<file path="src/sfla_fwd_ram.sv">
`default_nettype none

module sfla_fwd_ram #(
    parameter int unsigned DEPTH = 1024,
    parameter int unsigned AW    = 10,
    parameter int unsigned DW    = 1
) (
    input  wire logic          i_clk,
    input  wire logic          i_rst_n,
    input  wire logic [AW-1:0] i_rd_addr,
    input  wire logic          i_we,
    input  wire logic [AW-1:0] i_wr_addr,
    input  wire logic [DW-1:0] i_wr_data,
    output logic      [DW-1:0] o_rd_data
);

    logic [DW-1:0] mem [DEPTH];

    logic [DW-1:0] r_rd_data;
    logic [AW-1:0] r_rd_addr;
    logic          r_fw_vld;
    logic [AW-1:0] r_fw_addr;
    logic [DW-1:0] r_fw_data;

    always_ff @(posedge i_clk) begin
        if (i_we) begin
            mem[i_wr_addr] <= i_wr_data;
        end
        r_rd_data <= mem[i_rd_addr];
        r_rd_addr <= i_rd_addr;
    end

    // last write kept so a read issued on the same edge sees the new data
    always_ff @(posedge i_clk) begin
        if (!i_rst_n) begin
            r_fw_vld <= 1'b0;
        end else if (i_we) begin
            r_fw_vld <= 1'b1;
        end
    end

    always_ff @(posedge i_clk) begin
        if (i_we) begin
            r_fw_addr <= i_wr_addr;
            r_fw_data <= i_wr_data;
        end
    end

    assign o_rd_data = (r_fw_vld && r_fw_addr == r_rd_addr) ? r_fw_data : r_rd_data;

endmodule

`default_nettype wire

</file>
<file path="config.mk">
export PLATFORM = sky130hd
export DESIGN_NAME = sfla_fwd_ram
export DESIGN_NICKNAME = d
export VERILOG_FILES = /design/src/sfla_fwd_ram.sv
export SDC_FILE = /design/constraint.sdc
export NUM_CORES = 1
export LEC_CHECK = 0
export BUFFER_PORTS_ARGS = -buffer_cell sky130_fd_sc_hd__buf_2
export CORE_MARGIN = 1.5
export CORE_UTILIZATION = 45
export CTS_CLUSTER_DIAMETER = 100
export CTS_CLUSTER_SIZE = 10
export DETAILED_ROUTE_END_ITERATION = 8
export GPL_ROUTABILITY_DRIVEN = 0
export HOLD_SLACK_MARGIN = 0.02
export PLACE_DENSITY_LB_ADDON = 0.12
export SLEW_MARGIN = 10
export SYNTH_ARGS = -nofsm -noshare
export SYNTH_HDL_FRONTEND = slang
export SYNTH_SLANG_ARGS = --single-unit
</file>
<file path="constraint.sdc">
create_clock -name i_clk -period 2.9 [get_ports i_clk]
set_input_delay 0.29 -clock i_clk [delete_from_list [all_inputs] [get_ports i_clk]]
set_output_delay 0.29 -clock i_clk [all_outputs]
set_load 0.01 [all_outputs]
</file>
==> results.ini, run 1 <==
[global_route]
grt_max_degree=139
track_usage_pct=27.1
overflow=0
grt_pass1_wl_mm=197
grt_pass1_vias=28100
antenna_found_initial=8

[floorplan]
rows=116
die_y_um=320
start_util_pct=45.3
die_x_um=320
ios=25
design.die.area_sq_mm=0.103
core_area_sq_mm=0.0999

[power_and_ir_drop]
switching_share_pct=21.8
power.total_mw=31.4
pwr-share-seq_pct=53.1
powerDensity_mw_per_mm2=609
power_switching_mw=6.86
clock_power_share_pct=40.7
intPower_mw=24.5
combPwrFrac_pct=6.2
p_leak_nw=15.7
peakVddDrop_v=0.000457

[place]
dp_slack_ps=-271
place_inst=4440
portBuffers=24
dp_hpwl_mm=77.2

[logic_synthesis]
synth_common_cells=1039 x nor2_1, 1035 x edfxtp_1, 215 x mux4_2, 167 x clkbuf_1, 113 x nand2_1
yosysWarnings=0
yosysMostFrequentCell=nor2_1
synth_top_cell_by_area=edfxtp_1
netlist-cell-type-count=58
async_flop_share_pct=0
synth_cells=3156
netlist_area_sq_mm=0.0453
ys_seq_elements=1047
synthTopCellsByArea=edfxtp_1 69%, mux4_2 11%, nor2_1 8.6%, mux2i_1 2.5%, clkbuf_1 1.4%
ys_seq_area_share_pct=69.2
synth_top_cell_area_share_pct=68.6
synth_fp_nets=3180
avgSynthCellArea_sq_um=14.3
synth-edff-count=1035
synth_ff_type=edfxtp_1

[routing]
viasPerCell=6.10
route.vias.total=28200
drc_errors=0
top_layer_used=met5
dr_wl_met3_mm=12.8
wl_per_cell_um=29.9
drt_iter0_drc=3634
ant_nets=0
postRouteWirelength_mm=138
firstDrtPassIters=6
m1WireLength_mm=55.4
wl_met2_mm=65.1

[setup_path]
worst-r2r-setup-slack_ps=230
cp.arrival_ps=3370
worstPathRequired_ps=3520
worst_setup_path_start_kind=input port
critPathCaptureType=register
crit_fanout=12
rr_worst_depth=10
worstSetupPathType=input port to register

[finish]
stdcell_count=4614
area_delta_synth_final_pct=13.8
post-route-util_pct=51.6
layout-drive-gt1-share_pct=20.0
nets=3300

[clock_tree]
clk_latency_ps=700
cts_made_buffers=114
cts_htree_levels=3
cts.sinks=1047
root_buffer=clkbuf_16
clk_pin_slew_ps=60
post-cts-setup-buffers=0
ctsLongestPathBuffers=3
cts_tree=built

[timing]
fmax_mhz=363
finalSetupViolCount=0
hold_viol_final=0
fin_crit_ps=2750
fin_worst_skew_ps=27.2
rsz0062_at_grt=false
drv_slew=0
hold_slack_ps=60.7
worstMarginPinSlew_ps=900
finalCritPeriodShare_pct=95.0
max_slew_margin_pct=40.0
setup_slack_ps=145

[run]
maxCapViolCount=0

[worst_hold_path]
hold_depth=2
min-delay-path-class=input port to register

[run_status]
status=complete, no violations

## logic make-up (layout without fill, tap and decap cells)
| family | after synthesis | count (layout) | share of synthesized area [%] |
|---|---|---|---|
| buffers and inverters | 303 | 462 | 3.20 |
| and+or+nand+nor | 1276 | 1276 | 11.2 |
| AOI/OAI and AO/OA | 187 | 187 | 2.93 |
| xor gates and xnor gates | 10 | 10 | 0.193 |
| other | 0 | 1 | 0 |
| DFF | 1047 | 1047 | 69.2 |
| muxes | 333 | 333 | 13.3 |
## registers in the layout, indices dropped and copies added, names as in the netlist
register / cells
r_fw_vld: 1
mem: 1024
r_rd_addr: 10
r_rd_data: 1
r_fw_data: 1
r_fw_addr: 10
## worst max-delay path: stages
cell and delay [ps]:
dlygate4sd3_1 520, buf_2 290, buf_12 220, nor2b_1 420, buf_4 280, a22oi_1 90
a21oi_1 280, nor4_1 110, buf_4 160, a211oi_2 330, buf_4 190, a32oi_1 60
o2111ai_1 130
## metal layers
metal	track usage, %	vias to the layer above
li1	-	11800
met1	37.7	14800
met2	43.1	1341
met3	5.46	239
met4	8.30	4
met5	0	-
## metrics by stage
stage	setup TNS (ps)	area, sq um
final	0	51500
after global routing	0	51500
after CTS	0	51500
after detailed placement	-271	48200
after global placement	-311	48200
after floorplan	0	45300
## cell type report
type | count | area [sq um]
repair buffers | 301 | 2840
fillers | 8475 | 48300
flip-flops and latches | 1047 | 31300
multi-input cells | 1806 | 12600
clock buffers | 152 | 3040
well taps | 1298 | 1620
diodes | 1 | 2.50
inverters | 6 | 22.5
clock inverters | 3 | 30.0
## final timing paths
path	from	endpoint
setup / recovery	i_rd_addr[2]	r_rd_data
hold / removal	i_rd_addr[4]	r_rd_addr[4]
setup reg to reg	mem[681]	r_rd_data
hold reg to reg	r_fw_vld	r_fw_vld
## cell usage in the layout (no fill, tap or decap), drive strengths merged, types with 7 or more instances in the layout
master       Yosys  final
o22ai           30     30
mux2i          112    112
dfxtp           12     12
nor2          1039   1039
a22oi           16     16
o21ai           15     15
o221ai          48     48
nor4             7      7
a21oi           38     38
mux4           215    215
a211oi           9      9
nand2          113    113
xnor2           10     10
nor3b           10     10
edfxtp        1035   1035
nand4           10     10
dlygate4sd3      0     18
clkbuf         167    152
nand3           24     24
buf            130    283
nor2b           11     11
nor3            31     31
## what timing repair did
action / CTS / global route
gates resized for setup: 0 / 3
endpoints found under the hold margin: 18 / 0
hold buffers: 18 / 0
setup endpoints to repair: 0 / 1
## power by group through the flow
stage / registers, mW / clock network (mW) / logic [mW]
2_1_floorplan: 17.0 / 0 / 0.963
3_3_place_gp: 17.0 / 0 / 1.88
6_report: 16.7 / 12.8 / 1.94
4_1_cts: 16.7 / 12.9 / 1.93
3_5_place_dp: 17.0 / 0 / 1.91
5_1_grt: 16.7 / 13.5 / 2.05
Power figures use the tool's default switching activity.
==> run 2, diff against run 1 <==
HOLD_SLACK_MARGIN = 0.12   (was 0.02)
PLACE_DENSITY_LB_ADDON = 0.3   (was 0.12)
==> run 2 against run 1 <==
  * Setup slack worse by 96 ps
  * Sequential share of layout area up 0.10 points
  * Design area down 0.17%
  * Clock-buffer cell count up 14
  * Sequential power about the same
  * Register-to-register slack worse by 180 ps
  * Clock power about the same
  * Core utilization down 0.089 points
  * Sequential cell count unchanged
  * Die area unchanged
  * Via count down 0.23%
  * Largest cell class unchanged
==> results.ini, run 2 (synthesized netlist as in run 1, its figures left out) <==
[floorplan]
start_util_pct=45.3  ; unchanged
rows=116  ; unchanged
die_y_um=320  ; unchanged
design.die.area_sq_mm=0.103  ; unchanged
core_area_sq_mm=0.0999  ; unchanged
ios=25  ; unchanged
die_x_um=320  ; unchanged

[routing]
wl_per_cell_um=27.4  ; -8.1%
drc_errors=0  ; unchanged
firstDrtPassIters=6  ; unchanged
viasPerCell=6.08  ; -0.38%
drt_iter0_drc=3964  ; +9.1%
route.vias.total=28100  ; -0.23%
ant_nets=0  ; unchanged
postRouteWirelength_mm=127  ; -8.0%

[finish]
largest_register_ffs=1024  ; unchanged
nets=3290  ; -0.30%
layout-drive-gt1-share_pct=19.7  ; -0.28 points
multi_input_area_sq_mm=0.0126  ; unchanged
largest_register=mem
layout_common_cells=1038 x nor2_1, 1035 x edfxtp_1, 215 x mux4_2
layout_commonest_cell=nor2_1
area_delta_synth_final_pct=13.6
stdcell_count=4621  ; +0.15%
post-route-util_pct=51.5  ; -0.089 points
top_regs=mem (1024), r_fw_addr (10), r_rd_addr (10)
seqCellArea_sq_mm=0.0313  ; unchanged
nFillCells=8315  ; -1.9%
design_area_sq_mm=0.0514  ; -0.17%

[timing]
hold_slack_ps=191  ; +131 ps
fmax_mhz=351  ; -3.4%
finalSetupViolCount=0  ; unchanged
fin_worst_skew_ps=23.3  ; -3.92 ps
worstMarginPinSlew_ps=1000  ; +103 ps
hold_viol_final=0  ; unchanged
finalCritPeriodShare_pct=98.3  ; +3.3 points
rsz0062_at_grt=false
max_slew_margin_pct=33.0  ; -7.0 points
drv_slew=0  ; unchanged
fin_crit_ps=2850  ; +96.3 ps

[run]
maxCapViolCount=0  ; unchanged

[setup_path]
worstSetupPathType=register to register
cp.arrival_ps=3410  ; +40 ps
crit_fanout=2  ; -10
worstPathRequired_ps=3460  ; -60 ps
worst_setup_path_start_kind=register
critPathCaptureType=register

[power_and_ir_drop]
peakVddDrop_v=0.000521  ; +14%
powerDensity_mw_per_mm2=610  ; +0.16%
p_leak_nw=15.6  ; -0.38%

[clock_tree]
clk_latency_ps=690  ; about the same
root_buffer=clkbuf_16
cts_tree=built
cts.sinks=1047  ; unchanged
cts_htree_levels=3  ; unchanged
cts_made_buffers=114  ; unchanged
ctsLongestPathBuffers=3  ; unchanged
clk_pin_slew_ps=60  ; about the same

[global_route]
track_usage_pct=24.8  ; -2.3 points
grt_max_degree=131  ; -5.8%
overflow=0  ; unchanged
grt_pass1_wl_mm=185  ; -5.9%
antenna_found_initial=6  ; -2
grt_pass1_vias=28300  ; +0.65%

[place]
dp_hpwl_mm=71.6  ; -7.2%
postPlaceCellArea_sq_mm=0.0480  ; -0.41%
place_inst=4428  ; -0.27%
portBuffers=24  ; unchanged

[worst_hold_path]
min-delay-path-class=input port to register

[run_status]
status=complete, no violations

## run 2: cell count changes in the layout (fill, tap and decap cells not counted), sizes merged
cell	previous run	this run
clkinv	3	5
buf	283	271
dlygate4sd3	18	20
inv	6	7
clkbuf	152	166
## run 2: per-stage QoR
step / setup WS [ps] / power, mW / setup TNS, ps
finish: 48.8 / 31.4 / 0
CTS: 91.8 / 31.5 / 0
global route: 21.6 / 32.2 / 0
floorplan: 412 / 18.0 / 0
global placement: -754 / 18.8 / -754
detailed placement: -660 / 18.8 / -660
## run 2: repair_timing
item | CTS | global route
setup buffers | 0 | 0
hold buffers | 20 | 0
hold endpoints to repair | 44 | 0
gates resized for setup | 2 | 1
setup endpoints to repair | 1 | 1
pin swaps | 1 | 0
## run 2: worst max-delay path, stage by stage, from the launching register on
cell and delay [ps]:
edfxtp_1 370, mux4_2 510, mux2i_1 320, nor2_1 100, or3_1 390, nor4_4 300, buf_4 180, a211oi_1 50
buf_4 160, nor4_1 210, o2111ai_1 130
## run 2: layer usage
layer	share of wire, %	wire length [um]	vias to the layer above	track usage [%]
met5	0.023	29	-	0
met4	3.4	4360	6	8.15
met3	11	13500	266	4.60
met2	47	60100	1553	39.9
met1	38	48800	14400	34.3
li1	-	-	11800	-
## run 2: cell type report
| cell class | instances | area share [%] |
|---|---|---|
| Clock buffer | 166 | 6.01 |
| Inverter | 6 | 0.0438 |
| Antenna cell | 1 | 0.00487 |
| Multi-Input combinational cell | 1806 | 24.6 |
| Tap cell | 1298 | 3.16 |
| Sequential cell | 1047 | 60.9 |
| Timing Repair Buffer | 291 | 5.16 |
| Clock inverter | 6 | 0.139 |
## run 2: where the power goes
part           switching [mW]  internal [mW]  leakage (nW)
clock                    5.59           7.24          1.52
combinational            1.16          0.718          4.70
sequential             0.0206           16.7          9.41
## run 2: path summary, 6_finish.rpt
check | from | endpoint | slack (ps) | depth (start not counted)
hold reg to reg | r_fw_vld | r_fw_vld | 470 | 1
hold / removal | i_rd_addr[0] | r_rd_addr[0] | 190 | 3
setup reg to reg | mem[683] | r_rd_data | 50 | 10
setup / recovery | mem[683] | r_rd_data | 50 | 10
